`src/hdl/koes_pkg.sv`:
```
// shared types and constants of the keypoint object/environment splitter
`default_nettype none

package koes_pkg;

    localparam int MAX_POINTS_DEF = 1024;

    localparam int KIND_W  = 2;
    localparam int COORD_W = 16;
    localparam int INDEX_W = 16;
    localparam int DEPTH_W = 16;
    localparam int MASK_W  = 8;
    localparam int SIL_W   = 12;
    localparam int CAT_W   = 2;
    localparam int DIM_W   = 13;
    localparam int DIST_W  = 32;
    localparam int CFG_IDX_W  = 3;
    localparam int CFG_DATA_W = 32;
    localparam int ENTRY_W    = 2 * SIL_W;

    // item kinds
    localparam logic [KIND_W-1:0] KIND_CLEAR    = 2'd0;
    localparam logic [KIND_W-1:0] KIND_LOAD     = 2'd1;
    localparam logic [KIND_W-1:0] KIND_CLASSIFY = 2'd2;

    // result categories
    localparam logic [CAT_W-1:0] CAT_OUTSIDE = 2'd0;
    localparam logic [CAT_W-1:0] CAT_REJECT  = 2'd1;
    localparam logic [CAT_W-1:0] CAT_OBJECT  = 2'd2;
    localparam logic [CAT_W-1:0] CAT_ENV     = 2'd3;

    // configuration register indexes
    localparam logic [CFG_IDX_W-1:0] REG_IMAGE_WIDTH  = 3'd0;
    localparam logic [CFG_IDX_W-1:0] REG_IMAGE_HEIGHT = 3'd1;
    localparam logic [CFG_IDX_W-1:0] REG_MASK_PRESENT = 3'd2;
    localparam logic [CFG_IDX_W-1:0] REG_MIN_MASK     = 3'd3;
    localparam logic [CFG_IDX_W-1:0] REG_OBJ_DIST     = 3'd4;
    localparam logic [CFG_IDX_W-1:0] REG_ENV_DIST     = 3'd5;

    typedef enum logic [1:0] {
        ST_IDLE,
        ST_SCAN,
        ST_DRAIN,
        ST_FINISH
    } koes_state_t;

    // controller to datapath
    typedef struct packed {
        logic take_clear;
        logic take_load;
        logic take_class;
        logic scan_rd;
        logic publish;
    } koes_cmd_t;

    // datapath to controller
    typedef struct packed {
        logic scan_needed;
        logic scan_last;
        logic pipe_busy;
        logic out_free;
    } koes_stat_t;

endpackage

`default_nettype wire

```
`src/hdl/koes_ctrl.sv`:
```
// controller state machine of the keypoint splitter
`default_nettype none

module koes_ctrl (
    input  wire logic                        clk,
    input  wire logic                        rst_n,
    input  wire logic                        in_valid,
    input  wire logic [koes_pkg::KIND_W-1:0] in_kind,
    output logic                             in_ready,
    input  wire koes_pkg::koes_stat_t        stat,
    output koes_pkg::koes_cmd_t              cmd
);

    koes_pkg::koes_state_t state_reg;
    koes_pkg::koes_state_t state_next;

    always_ff @(posedge clk or negedge rst_n)
    begin
        if (!rst_n)
        begin
            state_reg <= koes_pkg::ST_IDLE;
        end
        else
        begin
            state_reg <= state_next;
        end
    end

    always_comb
    begin
        state_next = state_reg;
        cmd        = '0;
        in_ready   = 1'b0;
        case (state_reg)
            koes_pkg::ST_IDLE:
            begin
                in_ready = 1'b1;
                if (in_valid)
                begin
                    case (in_kind)
                        koes_pkg::KIND_CLEAR: cmd.take_clear = 1'b1;
                        koes_pkg::KIND_LOAD:  cmd.take_load  = 1'b1;
                        koes_pkg::KIND_CLASSIFY:
                        begin
                            cmd.take_class = 1'b1;
                            state_next     = koes_pkg::ST_SCAN;
                        end
                        default: ;
                    endcase
                end
            end
            koes_pkg::ST_SCAN:
            begin
                if (!stat.scan_needed)
                begin
                    state_next = koes_pkg::ST_FINISH;
                end
                else
                begin
                    cmd.scan_rd = 1'b1;
                    if (stat.scan_last)
                    begin
                        state_next = koes_pkg::ST_DRAIN;
                    end
                end
            end
            koes_pkg::ST_DRAIN:
            begin
                if (!stat.pipe_busy)
                begin
                    state_next = koes_pkg::ST_FINISH;
                end
            end
            koes_pkg::ST_FINISH:
            begin
                if (stat.out_free)
                begin
                    cmd.publish = 1'b1;
                    state_next  = koes_pkg::ST_IDLE;
                end
            end
            default:
            begin
                state_next = koes_pkg::ST_IDLE;
            end
        endcase
    end

endmodule

`default_nettype wire

```
`config.mk`:
```
export PLATFORM = sky130hd
export DESIGN_NAME = koes_ctrl
export DESIGN_NICKNAME = d
export VERILOG_FILES = /design/src/hdl/koes_pkg.sv /design/src/hdl/koes_ctrl.sv
export SDC_FILE = /design/constraint.sdc
export NUM_CORES = 1
export LEC_CHECK = 0
export BUFFER_PORTS_ARGS = -buffer_cell sky130_fd_sc_hd__clkbuf_2
export CAP_MARGIN = 10
export CORE_AREA = 2 2 39 41
export CTS_BUF_LIST = sky130_fd_sc_hd__clkbuf_2
export CTS_CLUSTER_DIAMETER = 100
export DETAILED_ROUTE_END_ITERATION = 12
export DIE_AREA = 0 0 41 43
export PLACE_DENSITY = 0.46
export SLEW_MARGIN = 20
export SYNTH_ARGS = -nofsm -noshare
export SYNTH_HDL_FRONTEND = slang
export SYNTH_SLANG_ARGS = --single-unit
```
`constraint.sdc`:
```
create_clock -name clk -period 3.2 [get_ports clk]
set_input_delay 0.64 -clock clk [delete_from_list [all_inputs] [get_ports clk]]
set_output_delay 0.64 -clock clk [all_outputs]
set_load 0.01 [all_outputs]
```
; ---- Word-level counts from Yosys, hierarchy flattened
; Index checks and enable logic that the tools add are counted.
[op_classes]
eq_ne = 10
muxes = 17
n_reduce_logical = 3
[ops]
columns = operator, count
row1 = $mux W2, 6
row2 = $mux W1, 8
row3 = $pmux W2 S4, 1
row4 = $eq A2 B2 Y1 const B, 3
row5 = $mux W3, 2
row6 = $ne A2 B2 Y1 const B, 3
row7 = $reduce_and A5 Y1, 1
row8 = $eq A2 B1 Y1 const B, 2
row9 = $logic_not A2 Y1, 2
row10 = $ne A3 B3 Y1 const B, 1
row11 = $ne A2 B1 Y1 const B, 1
[word_totals]
register_bits = 2
in_bits = 9
output_inout_bits = 6
elab_cells = 31

; ---- Logic depth before layout (Yosys ltp)
[logic_depth]
ltp_word = 4
mapped_depth = 5
depth_no_buf = 5

; ---- Least setup slack after synthesis
; Ideal clock, no wire load.
[synth_path]
kind = register to output
start = register state_reg[0]
end = output cmd[3] (netlist name)
arrival_time_ns = 1.248
required_time_ns = 2.560
path_slack_ns = 1.312
path_stages_with_launch = 5
n_path_buf = 0
path_cell_list = dfrtp_1 inv_1 ha_1 nand2_1 nor3b_1
[synth_rtl]
columns = element, line
row1 = start: declaration, koes_ctrl.sv:14  ; koes_pkg::koes_state_t state_reg;
row2 = start signal: assignment, koes_ctrl.sv:21  ; state_reg <= koes_pkg::ST_IDLE;
row3 = start signal: assignment, koes_ctrl.sv:25  ; state_reg <= state_next;
row4 = end: declaration, koes_ctrl.sv:11  ; output koes_pkg::koes_cmd_t cmd

==> flow_summary_export.csv <==
group,metric,value,unit
run,max_cap_viol_count,0,
floorplan,dieArea,1760,µm²
synth,synth.cell_area,269,µm²
global_route,antenna_found_initial,0,
routing,wirelength,484,µm
synth,postSynthCellCount,24,
timing,fmax,472,MHz
setup_path,endpoint_kind,"output pin",
finish,area_growth,39.1,%
routing,routed-via-count,236,
setup_path,r2r-start,"state_reg[0]",
floorplan,die_h,43,µm
finish,layout_common_cells,"clkbuf_2 (17), ha_1 (5)",
outcome,status,"finished clean",
place,port_buffers,14,
finish,largest_reg_flops,2,
timing,tns,0,ns
floorplan,initial_core_util,19.4,%
routing,detail-route-antenna-nets,0,
setup_path,worst_ep_arrival_time,1.48,ns
clock_network,htreeDepth,1,
synth,ys_seq_area_share,18.6,%
synth,syn_nets,38,
global_route,grt_max_degree,6,
clock_network,root_buffer,"clkbuf_2",
clock_network,cts_made_buffers,3,
floorplan,io_pins,15,
setup_path,required,2.56,ns
place,gp_congestion,0.717,
power_and_ir_drop,p_per_area,746,nW/µm²
finish,diodes,0,
synth,ys_seq_elements,2,
setup_path,r2r_setup_slack,1.51,ns
finish,n_fill_cell,148,
power_and_ir_drop,ir_worst_vdd,0.000280,V
setup_path,path_max_fanout,5,
place,placed_area,359,µm²
clock_network,cts-resized-gates,0,
clock_network,cts_hold_buf,0,
setup_path,cp-startpoint,"state_reg[0]",
timing,min_period_over_period,66.3,%
synth,yosysTopAreaCellShare,23.3,%
timing,rsz0062_at_grt,"false",
global_route,grt_pass1_vias,227,
clock_network,path_clk_slew,0.03,ns
clock_network,cts_buffer_depth,2,
finish,final_common_cell,"clkbuf_2",
finish,final_area,374,µm²
timing,worstMarginPinSlew,0.327,ns
min_path,min_path_type,"in -> async",
clock_network,post_cts_buffers,0,
setup_path,setup.worst_path.class,"reg -> out",
global_route,grt_usage,6.93,%
setup_path,start_kind,"flip-flop",
floorplan,coreArea,1380,µm²
global_route,grt_overflow,0,
routing,drtPass1Iterations,4,
routing,drc_errors,0,
place,placed_cells,54,
timing,setup_viol,0,
synth,yosysUniqueCellTypes,15,
floorplan,die_w,41,µm
timing,hold_viol_final,0,
synth,ys_top_cells_by_area,"ha_1 (23%), dfrtp_1 (19%), a2111oi_4 (10%), nand3b_4 (7.4%), and3b_1 (6.5%)",
timing,fin_skew,0.000532,ns
finish,drive_gt1_share,51.2,%
routing,viasPerCell,4.14,
global_route,grt_pass1_wl,793,µm
power_and_ir_drop,leakage,0.215,nW
timing,slew_viol_final,0,
clock_network,clock-sinks,2,
routing,detail_route.wl_per_cell,8.49,µm
finish,layoutNonFillerInstCount,57,
floorplan,rows,14,
finish,nNetsFinal,57,
synth,ys_warn_count,0,
timing,period_needed,2.12,ns
timing,slew_headroom,78.2,%
clock_network,cts_tree,"done",
routing,first_iter_violations,1,
clock_network,clock_latency,0.19,ns
synth,yosysTopAreaCell,"ha_1",
synth,avgSynthCellArea,11.2,µm²
==> metrics by stage <==
| step | util [%] | worst slack (ns) | total power, mW | hold WS (ns) |
|---|---|---|---|---|
| after floorplan | - | 1.31 | 0.195 | 0.344 |
| final | 27.0 | 1.08 | 0.279 | 0.231 |
| after detailed placement | 25.9 | 1.29 | 0.241 | 0.428 |
| after global placement | 25.9 | 1.32 | 0.245 | 0.428 |
| after global routing | 27.0 | 0.903 | 0.315 | 0.213 |
| after CTS | 27.0 | 1.06 | 0.286 | 0.212 |
==> cell families (layout without fill, tap and decap cells) <==
kind of cell	after synthesis	count (layout)	synth area share (%)
and+or+nand+nor	11	11	33.0
adders and majority gates	5	5	23.3
AOI/OAI and AO/OA	2	2	13.0
muxes	2	2	9.30
DFF	2	2	18.6
buffers and inverters	2	19	2.79
==> where the power goes <==
| part | leakage (nW) | internal, mW | switching, mW |
|---|---|---|---|
| logic | 0.179 | 0.0969 | 0.0861 |
| registers | 0.0234 | 0.0403 | 0.0170 |
| clock network | 0.0125 | 0.0249 | 0.0140 |
==> critical path, cell delays in order (launching register included) <==
cell      delay [ns]
dfrtp_1         0.41
inv_1           0.16
ha_1            0.26
nand2_1         0.11
nor3b_1         0.20
clkbuf_2        0.16
==> layout make-up <==
type                            count  area (µm²)  share of cell area, %
Clock buffer                        3        15.0                   4.01
Tap cell                           16        20.0                   5.35
Multi-Input combinational cell     20         211                   56.5
Timing Repair Buffer               14        70.1                   18.7
Sequential cell                     2        50.0                   13.4
Inverter                            2        7.51                   2.01
==> Yosys cell counts <==
cell type  number
ha_1            5
inv_1           2
and3b_1         2
nor3b_1         2
a211oi_1        1
mux2i_1         1
mux2_4          1
and2_1          2
nand3b_4        1
nand2_1         1
a2111oi_4       1
and2b_2         1
dfrtp_1         2
and2_0          1
nor3_1          1
==> path summary, 6_finish.rpt <==
kind / to / cells past startpoint
worst min register to register: state_reg[1] / 1
worst min-delay path: state_reg[1] / 1
worst max-delay path: cmd[3] / 5
max in group asynchronous: state_reg[0] / 1
min in group clk: state_reg[1] / 1
worst max register to register: state_reg[1] / 5
==> layer usage <==
metal	part of all wire, %	wire, µm	GRT usage (%)
met5	0	0	0
met4	0	0	6.00
met3	9.3	45	1.57
met2	52	251	10.6
met1	39	187	7.40
(Power assumes the default switching activity.)
